**src/rtl/fr_pkg.sv**
```systemverilog
// Shared types, codes and widths for the fragment reassembler.
package fr_pkg;

  localparam int MAX_MESSAGE_DEF = 4096;
  localparam int BYTE_W          = 8;
  localparam int STORE_AW        = 12;
  localparam int MSG_LEN_W       = 13;
  localparam int STATUS_W        = 3;

  // header byte positions, then payload phase
  localparam logic [2:0] POS_TAG     = 3'd0;
  localparam logic [2:0] POS_SEQ_HI  = 3'd1;
  localparam logic [2:0] POS_SEQ_LO  = 3'd2;
  localparam logic [2:0] POS_LEN_HI  = 3'd3;
  localparam logic [2:0] POS_LEN_LO  = 3'd4;
  localparam logic [2:0] POS_PAYLOAD = 3'd5;

  localparam logic [STATUS_W-1:0] ST_PENDING   = 3'd0;
  localparam logic [STATUS_W-1:0] ST_COMPLETE  = 3'd1;
  localparam logic [STATUS_W-1:0] ST_FRAMING   = 3'd2;
  localparam logic [STATUS_W-1:0] ST_TOO_LARGE = 3'd3;
  localparam logic [STATUS_W-1:0] ST_READ      = 3'd4;

  typedef enum logic [1:0] {
    V_OK    = 2'd0,
    V_START = 2'd1,
    V_FRAME = 2'd2,
    V_BIG   = 2'd3
  } verdict_t;

  typedef struct packed {
    logic                cmd;
    logic [BYTE_W-1:0]   data_byte;
    logic                packet_end;
    logic [STORE_AW-1:0] read_index;
  } fr_in_t;

  typedef struct packed {
    logic [STATUS_W-1:0]  status;
    logic [MSG_LEN_W-1:0] msg_len;
    logic [BYTE_W-1:0]    msg_tag;
    logic [BYTE_W-1:0]    read_byte;
  } fr_out_t;

  // result produced by the parser for one accepted item
  typedef struct packed {
    logic                 valid;
    logic [STATUS_W-1:0]  status;
    logic [MSG_LEN_W-1:0] msg_len;
    logic [BYTE_W-1:0]    msg_tag;
  } fr_res_t;

  // store write request
  typedef struct packed {
    logic                en;
    logic [STORE_AW-1:0] addr;
    logic [BYTE_W-1:0]   data;
  } fr_wr_t;

endpackage

```
**src/rtl/fr_parser.sv**
```systemverilog
// Header parser, sequence check and message bookkeeping.
module fr_parser #(
  parameter int MAX_MESSAGE = fr_pkg::MAX_MESSAGE_DEF
) (
  input  logic            clk,
  input  logic            rst_n,
  input  logic            acc,
  input  fr_pkg::fr_in_t  in_item,
  output fr_pkg::fr_res_t res,
  output fr_pkg::fr_wr_t  wr
);
  import fr_pkg::*;

  localparam int LEN_W = $clog2(MAX_MESSAGE + 1);

  logic [15:0]       exp_r, exp_nxt;
  logic [LEN_W-1:0]  total_len_r, total_len_nxt;
  logic [LEN_W-1:0]  filled_len_r, filled_len_nxt;
  logic [BYTE_W-1:0] saved_tag_r, saved_tag_nxt;
  logic [2:0]        pos_r, pos_nxt;
  logic [BYTE_W-1:0] header_high_r, header_high_nxt;
  verdict_t          verdict_r, verdict_nxt;

  logic              pkt;
  logic              hi_ok;
  logic [15:0]       total;
  logic [BYTE_W-1:0] b;

  assign pkt   = acc && !in_item.cmd;
  assign b     = in_item.data_byte;
  assign total = {header_high_r, b};
  assign hi_ok = (verdict_r == V_OK) ||
                 ((verdict_r == V_START) && (exp_r[15:8] == '0));

  always_comb begin
    exp_nxt         = exp_r;
    total_len_nxt   = total_len_r;
    filled_len_nxt  = filled_len_r;
    saved_tag_nxt   = saved_tag_r;
    pos_nxt         = pos_r;
    header_high_nxt = header_high_r;
    verdict_nxt     = verdict_r;
    wr              = '0;
    res             = '0;

    if (acc && in_item.cmd) begin
      res.valid  = 1'b1;
      res.status = ST_READ;
    end else if (pkt) begin
      case (pos_r)
        POS_TAG: begin
          header_high_nxt = b;
          pos_nxt         = POS_SEQ_HI;
        end
        POS_SEQ_HI: begin
          if (b == '0) begin
            verdict_nxt = V_START;
          end else if (b == exp_r[15:8]) begin
            verdict_nxt = V_OK;
          end else begin
            verdict_nxt = V_FRAME;
          end
          pos_nxt = POS_SEQ_LO;
        end
        POS_SEQ_LO: begin
          if ((verdict_r == V_START) && (b == '0)) begin
            saved_tag_nxt = header_high_r;
            pos_nxt       = POS_LEN_HI;
          end else begin
            if (hi_ok && (exp_r != '0) && (exp_r[7:0] == b)) begin
              verdict_nxt = V_OK;
              exp_nxt     = exp_r + 16'd1;
            end else begin
              verdict_nxt = V_FRAME;
            end
            pos_nxt = POS_PAYLOAD;
          end
        end
        POS_LEN_HI: begin
          header_high_nxt = b;
          pos_nxt         = POS_LEN_LO;
        end
        POS_LEN_LO: begin
          if ({1'b0, total} > 17'(MAX_MESSAGE)) begin
            verdict_nxt = V_BIG;
          end else begin
            total_len_nxt  = LEN_W'(total);
            filled_len_nxt = '0;
            exp_nxt        = 16'd1;
            verdict_nxt    = V_OK;
          end
          pos_nxt = POS_PAYLOAD;
        end
        default: begin
          if ((verdict_r == V_OK) && (filled_len_r < total_len_r)) begin
            wr.en          = 1'b1;
            wr.addr        = STORE_AW'(filled_len_r);
            wr.data        = b;
            filled_len_nxt = filled_len_r + LEN_W'(1);
          end
          pos_nxt = POS_PAYLOAD;
        end
      endcase

      if (in_item.packet_end) begin
        res.valid = 1'b1;
        // too few header bytes, bad sequence or unfinished opening header
        if ((pos_r < POS_SEQ_LO) || (verdict_nxt == V_FRAME) ||
            (verdict_nxt == V_START)) begin
          res.status     = ST_FRAMING;
          exp_nxt        = '0;
          total_len_nxt  = '0;
          filled_len_nxt = '0;
          saved_tag_nxt  = '0;
        end else if (verdict_nxt == V_BIG) begin
          res.status     = ST_TOO_LARGE;
          exp_nxt        = '0;
          total_len_nxt  = '0;
          filled_len_nxt = '0;
          saved_tag_nxt  = '0;
        end else if (filled_len_nxt >= total_len_nxt) begin
          res.status  = ST_COMPLETE;
          res.msg_len = MSG_LEN_W'(total_len_nxt);
          res.msg_tag = saved_tag_nxt;
          exp_nxt     = '0;
        end else begin
          res.status = ST_PENDING;
        end
        pos_nxt         = POS_TAG;
        header_high_nxt = '0;
        verdict_nxt     = V_OK;
      end
    end
  end

  always_ff @(posedge clk) begin
    if (!rst_n) begin
      exp_r         <= '0;
      total_len_r   <= '0;
      filled_len_r  <= '0;
      saved_tag_r   <= '0;
      pos_r         <= POS_TAG;
      header_high_r <= '0;
      verdict_r     <= V_OK;
    end else begin
      exp_r         <= exp_nxt;
      total_len_r   <= total_len_nxt;
      filled_len_r  <= filled_len_nxt;
      saved_tag_r   <= saved_tag_nxt;
      pos_r         <= pos_nxt;
      header_high_r <= header_high_nxt;
      verdict_r     <= verdict_nxt;
    end
  end

  a_fill_bound: assert property (@(posedge clk) disable iff (!rst_n)
    filled_len_r <= total_len_r)
    else $error("filled length passed message total");

  a_packet_end_rearm: assert property (@(posedge clk) disable iff (!rst_n)
    pkt && in_item.packet_end |=> (pos_r == POS_TAG) && (verdict_r == V_OK))
    else $error("parser not rearmed after packet end");

  a_error_drops: assert property (@(posedge clk) disable iff (!rst_n)
    res.valid && ((res.status == ST_FRAMING) || (res.status == ST_TOO_LARGE))
    |=> (exp_r == '0) && (filled_len_r == '0) && (total_len_r == '0))
    else $error("message state kept after error");

  a_complete_closes: assert property (@(posedge clk) disable iff (!rst_n)
    res.valid && (res.status == ST_COMPLETE) |=> exp_r == '0)
    else $error("message still open after completion");

endmodule

```
**config.mk**
```make
export PLATFORM = sky130hd
export DESIGN_NAME = fr_parser
export DESIGN_NICKNAME = d
export VERILOG_FILES = /design/src/rtl/fr_pkg.sv /design/src/rtl/fr_parser.sv
export SDC_FILE = /design/constraint.sdc
export NUM_CORES = 1
export LEC_CHECK = 0
export ABC_AREA = 1
export BUFFER_PORTS_ARGS = -buffer_cell sky130_fd_sc_hd__buf_2
export CAP_MARGIN = 20
export CORE_UTILIZATION = 64
export CTS_CLUSTER_SIZE = 25
export DETAILED_ROUTE_END_ITERATION = 8
export GPL_ROUTABILITY_DRIVEN = 0
export PLACE_DENSITY = 0.87
export SYNTH_ARGS = -nofsm -noshare
export SYNTH_HDL_FRONTEND = slang
export SYNTH_SLANG_ARGS = --single-unit
```
**constraint.sdc**
```tcl
create_clock -name clk -period 8.1 [get_ports clk]
set_input_delay 2.025 -clock clk [delete_from_list [all_inputs] [get_ports clk]]
set_output_delay 2.025 -clock clk [all_outputs]
set_load 0.1 [all_outputs]
```
==> flow_summary.json, run 1 <==
{
  "outcome": "finished clean",
  "start_kind": "input pin",
  "yosys_warnings": 0,
  "synth_compound_area_share_pct": 16.7,
  "tns_ps": 0,
  "syn_nets": 907,
  "seq_area_frac_synth_pct": 24.1,
  "cellLeakagePower_nw": 2.44,
  "grt_pass1_vias": 5508,
  "p_total_uw": 670,
  "crit_arrival_ps": 5750,
  "synth_xor_area_share_pct": 3.85,
  "area_growth_pct": 13.3,
  "grt_overflow": 0,
  "critical_path_class": "input pin to output port",
  "post_cts_resized": 0,
  "cts_buffers": 9,
  "clock-sinks": 63,
  "synth_top_family_by_area": "simple AND/OR/NAND/NOR gates",
  "layout_commonest_cell": "nand2_1",
  "ys_ff_latch": 63,
  "rsz0062_at_grt": "no",
  "cap_violations": 0,
  "start_util_pct": 67.1,
  "wl_per_cell_microns": 15.6,
  "power_density_mw_per_mm2": 113,
  "io_pins": 71,
  "finalSetupViolCount": 0,
  "clk_pin_slew_ps": 70,
  "antenna_found_initial": 0,
  "fp.dieW_microns": 92.4,
  "core_sq_mm": 0.00781,
  "drv_slew": 0,
  "clock_latency_ps": 350,
  "syn_avg_cell_area_sq_um": 6.13,
  "dr.pass1.iters": 5,
  "syn_inst": 854,
  "cts_tree": "done",
  "worstPathRequired_ps": 6080,
  "io_buffers": 58,
  "cp-end-kind": "output port",
  "critPathMaxFanout": 25,
  "synth_area_leaders": "dfxtp_1 (24%), nand2_1 (15%), inv_1 (7.5%), nor2_1 (7.1%), ha_1 (6.7%)",
  "synth_fa_ha_area_share_pct": 6.69,
  "htreeDepth": 3,
  "cts_setup_buffers": 0,
  "cts_buffer_depth": 2,
  "dp_hpwl_microns": 11100,
  "synth_enable_flop_cells": 0,
  "antenna_left": 0,
  "finalClockSkew_ps": 12.6,
  "routed_wl_microns": 15500,
  "worst_pin_slew_ps": 979,
  "yosysUniqueCellTypes": 41,
  "vdd_drop_max_mv": 0.111,
  "syn-cell-area_sq_mm": 0.00524,
  "drive_above_1_share_pct": 14.1,
  "synthDominantCellAreaShare_pct": 24.1,
  "fmax_ghz": 0.129,
  "design.die.area_sq_mm": 0.00855,
  "slew_headroom_pct": 34.6,
  "synth_ff_type": "dfxtp_1",
  "dr_total_vias": 5976,
  "drc": 0,
  "yosysTopAreaCell": "dfxtp_1",
  "hold_class": "register to register",
  "drt-initial-drc-count": 697,
  "synthMuxAreaShare_pct": 0.191,
  "hold_violations": 0,
  "layout_common_cells": "nand2_1 (214), inv_1 (102), nor2_1 (99), a21oi_1 (64), dfxtp_1 (63)",
  "grt_first_pass_wirelength_microns": 25500,
  "cts_root_buffer": "clkbuf_8",
  "yosys.area_share.simple_pct": 36.8,
  "via_per_inst": 5.99,
  "grt_max_degree": 57,
  "finalCritPeriodShare_pct": 96.0,
  "grt.total_usage_pct": 37.2,
  "layout_min_cycle_time_ps": 7780,
  "die_y_microns": 92.4,
  "row_count": 32,
  "cts_hold_buf": 0,
  "nets": 945,
  "postSynth.asyncResetShare_pct": 0,
  "n_antenna_cell": 0,
  "num-fill-cells": 606
}
[kinds of logic (layout without fill, tap and decap cells)]
group / Yosys count / after routing
compound gates: 154 / 154
simple gates: 436 / 436
xor+xnor: 23 / 23
fa+ha+maj: 28 / 28
buf+inv: 149 / 191
flops: 63 / 63
mux: 1 / 1
[layer usage]
layer / part of all wire (%) / routed length (microns) / track usage, %
met5: 0 / 0 / 0
met2: 46 / 7090 / 60.1
met1: 41 / 6340 / 48.7
met3: 10 / 1610 / 5.42
met4: 3.1 / 480 / 17.6
[report_power, final]
| part | internal (mW) | leakage, nW | switching, mW |
|---|---|---|---|
| logic | 0.0225 | 1.84 | 0.0619 |
| registers | 0.313 | 0.509 | 0.00580 |
| clock network | 0.140 | 0.0892 | 0.128 |
[worst paths after layout]
kind	from	endpoint	slack, ps	cells after the start
max	in_item[16]	res[10]	320	21
min	saved_tag_r[7]	saved_tag_r[7]	460	2
max reg2reg	filled_len_r[10]	exp_r[13]	3870	22
min reg2reg	saved_tag_r[7]	saved_tag_r[7]	460	2
[state kept, by name, indices dropped and copies added, names as in the netlist]
signal         flops
saved_tag_r        8
exp_r             16
verdict_r          2
total_len_r       13
pos_r              3
filled_len_r      13
header_high_r      8
[synthesized netlist by cell type, types with 2 or more instances]
library cell,n
inv_2,2
ha_1,28
xor2_1,23
nand2_1,214
o211ai_1,9
a211oi_1,2
o22ai_1,8
a21oi_2,10
nand3_2,8
nor4_1,10
nand2_2,9
clkbuf_1,27
buf_6,5
nand2_4,3
inv_1,104
nand4_1,9
nor3_1,15
nor2_1,99
o21a_1,3
nor2_2,5
o21ai_0,53
buf_2,7
and2_1,4
nand3_1,55
dfxtp_1,63
a21oi_1,64
[cell type report]
class	count	area [sq um]	share of cell area, %
inverters	108	408	6.88
clock inverters	4	47.5	0.802
flip-flops and latches	63	1260	21.3
multi-input cells	642	3360	56.7
clock buffers	11	131	2.22
well taps	102	128	2.15
repair buffers	68	593	10.0
[metrics by stage]
step                util, %  cell area (sq um)  instances  hold slack [ps]  worst slack (ps)
floorplan                 -               5240        854              442              -914
detailed placement     73.1               5700        981              452               437
global route           76.0               5930        998              483              38.0
finish                 76.0               5930        998              465               321
global placement       73.1               5700        981              449               564
CTS                    75.4               5880        996              462               410
[critical path, cell delays in order]
cell and delay [ps]:
buf_2 160, nor2_1 120, nand2_1 70, nor2_2 250
nand2_2 110, nand2_4 140, nand2_2 190, buf_4 230
o21ai_0 220, inv_1 120, ha_1 310, a21oi_1 130
o21a_1 130, o21ai_0 80, a221oi_1 360, nand2_2 150
nand2_4 300, nor2_2 60, nand2_2 250, nor2_1 140
buf_12 190
Power figures use the tool's default switching activity.
==> run 2: changes to the inputs <==
- CORE_ASPECT_RATIO: unset -> 0.8
==> run 2 against run 1 <==
Via count down 0.38%. Clock power down 7.9%. Sequential power hardly changed. Routed wire length grew 0.41%. Sequential share of layout area rose by 0.58 points. Cell count up 0.70%. Core utilization shrank 3.0 points.
==> flow_summary.json, run 2 (same netlist as run 1, synthesis figures left out) <==
{
  "n_antenna_cell": 0,
  "worstPathCellList": "buf_2 -> nor2_1 -> nand2_1 -> nor2_2 -> nand2_2 -> nand2_4 -> nand2_2 -> o21ai_0 -> inv_1 -> ha_1 -> nand2_1 -> nor4b_1 -> nand2_1 -> nand2_2 -> nand2_4 -> nor2_2 -> nand2_2 -> nor2_1 -> buf_2",
  "design.die.area_sq_mm": 0.00855,
  "grt.total_usage_pct": 37.4,
  "regMostFlops": "exp_r",
  "drv_slew": 0,
  "start_kind": "input pin",
  "finalSetupViolCount": 0,
  "cts_buffer_depth": 2,
  "drc": 0,
  "cap_violations": 0,
  "antenna_left": 0,
  "vdd_drop_max_mv": 0.111,
  "row_count": 29,
  "grt_max_degree": 57,
  "grt_overflow": 0,
  "p_total_uw": 652,
  "dr.pass1.iters": 6,
  "layout_common_cells": "nand2_1 (214), inv_1 (102), nor2_1 (99), a21oi_1 (64), dfxtp_1 (63)",
  "layout_commonest_cell": "nand2_1",
  "max_stage_delay_ps": 440,
  "utilization_pct": 73.0,
  "critical_path_class": "input pin to output port",
  "wl_per_cell_microns": 15.5,
  "post_cts_resized": 0,
  "cpMostUsedCell": "nand2_2",
  "cp-end-kind": "output port",
  "antenna_found_initial": 0,
  "largest_reg_flops": 16,
  "hold_violations": 0,
  "nets": 945,
  "grt_first_pass_wirelength_microns": 25200,
  "htreeDepth": 3,
  "io_pins": 71,
  "core_sq_mm": 0.00791,
  "biggestRegsByFlops": "exp_r x16, filled_len_r x13, total_len_r x13",
  "area_growth_pct": 10.3,
  "stdcell_count": 1005,
  "rsz0062_at_grt": "no",
  "placed_cells": 987,
  "fmax_ghz": 0.128,
  "finalCritPeriodShare_pct": 96.5,
  "dr_total_vias": 5953,
  "io_buffers": 58,
  "cellLeakagePower_nw": 2.40,
  "worst_pin_slew_ps": 916,
  "crit_arrival_ps": 5790,
  "grt_pass1_vias": 5428,
  "tns_ps": 0,
  "power_density_mw_per_mm2": 113,
  "die_y_microns": 82.9,
  "clk_pin_slew_ps": 70,
  "slowest_stage": "buf_2",
  "cts_buffers": 9,
  "cts_tree": "done",
  "worstPathRequired_ps": 6080,
  "critPathMaxFanout": 35,
  "via_per_inst": 5.92,
  "drt-initial-drc-count": 494,
  "clock-sinks": 63,
  "slew_headroom_pct": 38.9,
  "routed_wl_microns": 15600,
  "cts_hold_buf": 0,
  "cts_setup_buffers": 0,
  "fp.dieW_microns": 103,
  "outcome": "finished clean",
  "clock_latency_ps": 350,
  "dp_hpwl_microns": 11100,
  "start_util_pct": 66.2,
  "layout_min_cycle_time_ps": 7810,
  "finalClockSkew_ps": 11.4,
  "cts_root_buffer": "clkbuf_8",
  "hold_class": "register to register",
  "drive_above_1_share_pct": 14.3
}
run 2: cell types whose count changed in the layout (fill, tap and decap cells not counted):
cell / before / now
bufinv_16: 1 / 0
clkbuf_1: 2 / 1
buf_12: 14 / 4
buf_2: 45 / 55
clkinvlp_4: 1 / 3
clkinv_2: 2 / 3
run 2: layer usage:
layer | wire length (microns) | part of all wire [%] | up-vias | track usage [%]
li1 | - | - | 2835 | -
met1 | 6320 | 41 | 2726 | 48.9
met2 | 7150 | 46 | 354 | 59.8
met3 | 1820 | 12 | 38 | 9.68
met4 | 292 | 1.9 | 0 | 11.8
met5 | 0 | 0 | - | 0
run 2: final timing paths:
kind	start	cells past startpoint	slack, ps	end
worst max-delay path	in_item[15]	19	290	res[13]
worst min-delay path	saved_tag_r[5]	2	470	saved_tag_r[5]
worst max register to register	total_len_r[12]	25	3790	exp_r[10]
worst min register to register	saved_tag_r[5]	2	470	saved_tag_r[5]
run 2: area by class of cell:
type,instances,area (sq um)
repair buffers,68,443
well taps,108,135
multi-input cells,642,3360
clock buffers,10,128
flip-flops and latches,63,1260
clock inverters,6,37.5
inverters,108,408
fillers,679,2140
run 2: per-stage QoR:
stage / cell area [sq um] / setup slack [ps] / hold WS (ps)
2_1_floorplan: 5240 / -914 / 442
3_3_place_gp: 5560 / 551 / 449
3_5_place_dp: 5560 / 392 / 455
4_1_cts: 5730 / 391 / 467
5_1_grt: 5770 / 30.1 / 489
6_report: 5770 / 287 / 468
run 2: report_power, final:
group | internal [mW] | total, mW | switching [mW]
combinational | 0.0233 | 0.0874 | 0.0641
sequential | 0.313 | 0.318 | 0.00550
clock | 0.109 | 0.246 | 0.137
run 2: critical path, delay by kind of cell:
kind	cells	cell delay (ps)
buffers and inverters	3	740
AND/OR/NAND/NOR	14	2290
adder cells (fa/ha/maj)	1	310
AO/OA/AOI/OAI	1	390
==> run 3: changes to the inputs <==
- ABC_AREA: 1 -> unset
- CORE_UTILIZATION: 64 -> 63
==> run 3 against run 2 <==
Sequential power is 1% lower. Worst setup slack worse by 240 ps. Area after synthesis is 9.0% lower. Hold slack better by 10 ps. Clock-buffer cell count stayed put. Cell count is 23% lower. Largest power group is now clock. Largest cell class unchanged. Register-to-register slack worse by 610 ps. Non-clock buffer count is 11 higher. Die area is 7.4% lower.
==> flow_summary.json, run 3 <==
{
  "cts_buffer_depth": 2,
  "grt_max_degree": 42,
  "finalClockSkew_ps": 11.3,
  "dr.pass1.iters": 7,
  "die_y_microns": 79.8,
  "cap_violations": 0,
  "drc": 0,
  "syn_nets": 682,
  "ys_ff_latch": 63,
  "yosys.area_share.simple_pct": 26.8,
  "via_per_inst": 7.16,
  "design.die.area_sq_mm": 0.00791,
  "synth_top_family_by_area": "compound AO/OA/AOI/OAI gates",
  "critPathMaxFanout": 21,
  "synthMuxAreaShare_pct": 3.36,
  "core_sq_mm": 0.00709,
  "slowest_stage": "or4_4",
  "routed.top_layer": "met4",
  "synth_ff_type": "dfxtp_1",
  "htreeDepth": 3,
  "yosys_warnings": 0,
  "largest_reg_flops": 16,
  "dp_hpwl_microns": 10400,
  "n_antenna_cell": 0,
  "grt_first_pass_wirelength_microns": 24200,
  "yosysUniqueCellTypes": 64,
  "start_util_pct": 67.1,
  "cts_buffers": 9,
  "tns_ps": 0,
  "met2_length_microns": 6860,
  "postSynth.asyncResetShare_pct": 0,
  "cellLeakagePower_nw": 2.23,
  "row_count": 27,
  "critical-path-top-delay-family": "compound AO/OA/AOI/OAI gates",
  "drt-initial-drc-count": 943,
  "synth_area_leaders": "dfxtp_1 (26%), ha_1 (7.4%), nand2_1 (5.5%), a21oi_1 (4.8%), nor2_1 (4.7%)",
  "wl_met1_microns": 5850,
  "fmax_ghz": 0.124,
  "drive_above_1_share_pct": 20.1,
  "power_density_mw_per_mm2": 122,
  "outcome": "finished clean",
  "layout_commonest_cell": "nand2_1",
  "syn_inst": 629,
  "biggestRegsByFlops": "exp_r x16, filled_len_r x13, total_len_r x13",
  "grt_pass1_vias": 4992,
  "routed_wl_microns": 15800,
  "antenna_left": 0,
  "syn-cell-area_sq_mm": 0.00476,
  "hold_violations": 0,
  "nets": 730,
  "layout_common_cells": "nand2_1 (70), dfxtp_1 (63), nor2_1 (50), a21oi_1 (45), buf_2 (38)",
  "grt_overflow": 0,
  "clk_pin_slew_ps": 70,
  "synthDominantCellAreaShare_pct": 26.5,
  "critical_path_class": "input pin to output port",
  "start_kind": "input pin",
  "hold_ws_ps": 479,
  "synth_compound_area_share_pct": 27.2,
  "worstPathRequired_ps": 6080,
  "crit_buf_inv": 4,
  "io_buffers": 58,
  "fp.dieW_microns": 99.2,
  "antenna_found_initial": 0,
  "worstPathCellList": "buf_2 -> or4_4 -> o31a_1 -> nor3_1 -> buf_4 -> mux2i_2 -> ha_1 -> a41o_1 -> a211oi_1 -> o31a_1 -> o311a_1 -> o211ai_2 -> and2_4 -> nand4_1 -> buf_12 -> a21oi_1 -> buf_12",
  "crit_arrival_ps": 6030,
  "drv_slew": 0,
  "regMostFlops": "exp_r",
  "finalCritPeriodShare_pct": 99.4,
  "dr_wl_met3_microns": 2370,
  "clock_latency_ps": 360,
  "yosysTopAreaCell": "dfxtp_1",
  "cts_root_buffer": "clkbuf_8",
  "dr_total_vias": 5506,
  "slew_headroom_pct": 21.2,
  "synth_most_common_cell": "nand2_1",
  "seq_area_frac_synth_pct": 26.5,
  "cp-end-kind": "output port",
  "io_pins": 71,
  "syn_avg_cell_area_sq_um": 7.57,
  "wl_per_cell_microns": 20.6,
  "ys_top_cells_by_count": "nand2_1 (70), dfxtp_1 (63), nor2_1 (60)",
  "finalSetupViolCount": 0,
  "hold_class": "register to register",
  "synth_xor_area_share_pct": 2.94,
  "cts_tree": "done",
  "layout_min_cycle_time_ps": 8050,
  "vdd_drop_max_mv": 0.100,
  "clock-sinks": 63,
  "area_growth_pct": 20.7,
  "max_stage_delay_ps": 580,
  "worst_pin_slew_ps": 1180,
  "synth_enable_flop_cells": 0,
  "synth_fa_ha_area_share_pct": 7.35,
  "grt.total_usage_pct": 39.0
}
[run 3: routing by layer]
layer	global-route usage, %	vias up
met4	20.4	0
met2	60.8	528
met3	7.62	105
li1	-	2387
met1	51.3	2486
met5	0	-
[run 3: area by class of cell]
cell class	instances	area, sq um
Timing Repair Buffer	79	771
Clock inverter	6	92.6
Clock buffer	10	138
Sequential cell	63	1260
Multi-Input combinational cell	499	3280
Inverter	25	93.8
Tap cell	87	109
Fill cell	439	1350
[run 3: through the flow]
step / total power, mW / instance area, sq um / setup WS [ps] / utilization (%) / instances
finish: 0.700 / 5750 / 47.2 / 81.0 / 769
CTS: 0.695 / 5650 / 71.9 / 79.6 / 759
global placement: 0.377 / 5420 / 195 / 76.4 / 743
floorplan: 0.361 / 4790 / -576 / - / 629
detailed placement: 0.378 / 5420 / 111 / 76.4 / 743
global route: 0.715 / 5750 / -48.0 / 81.0 / 769
[run 3: where the power goes]
group	switching (mW)	internal (mW)
Clock	0.140	0.183
Sequential	0.00337	0.311
Combinational	0.0457	0.0163
[run 3: worst reg2reg max path: stages, from the launching register on]
cell and delay (ps):
dfxtp_1 590, ha_1 340, a21oi_1 220, o21ai_0 150, nand3_1 190, nand4_1 370
o211ai_1 300, o31ai_1 130, ha_1 360, a41o_1 220, a211oi_1 250, o31a_1 240
o311a_1 200, o211ai_2 120, a311oi_4 790, o211ai_1 210, o21ai_1 150
[run 3: repair_timing]
item | in CTS | in global routing
endpoints found under the setup margin | 0 | 22
hold buffers | 0 | 0
buffers inserted | 0 | 8
gates resized for setup | 0 | 5
[run 3: final timing paths]
path | start | slack, ps | cells after the start | to
setup reg to reg | filled_len_r[6] | 3180 | 16 | exp_r[4]
hold reg to reg | total_len_r[1] | 480 | 2 | total_len_r[1]
hold / removal | total_len_r[1] | 480 | 2 | total_len_r[1]
setup / recovery | in_item[15] | 50 | 17 | res[5]
[run 3: cell families after synthesis]
group                    Yosys count
AO/OA/AOI/OAI                    183
buffers and inverters             67
multiplexers                      16
adder cells (fa/ha/maj)           28
flip-flops                        63
XOR/XNOR                          16
AND/OR/NAND/NOR                  256
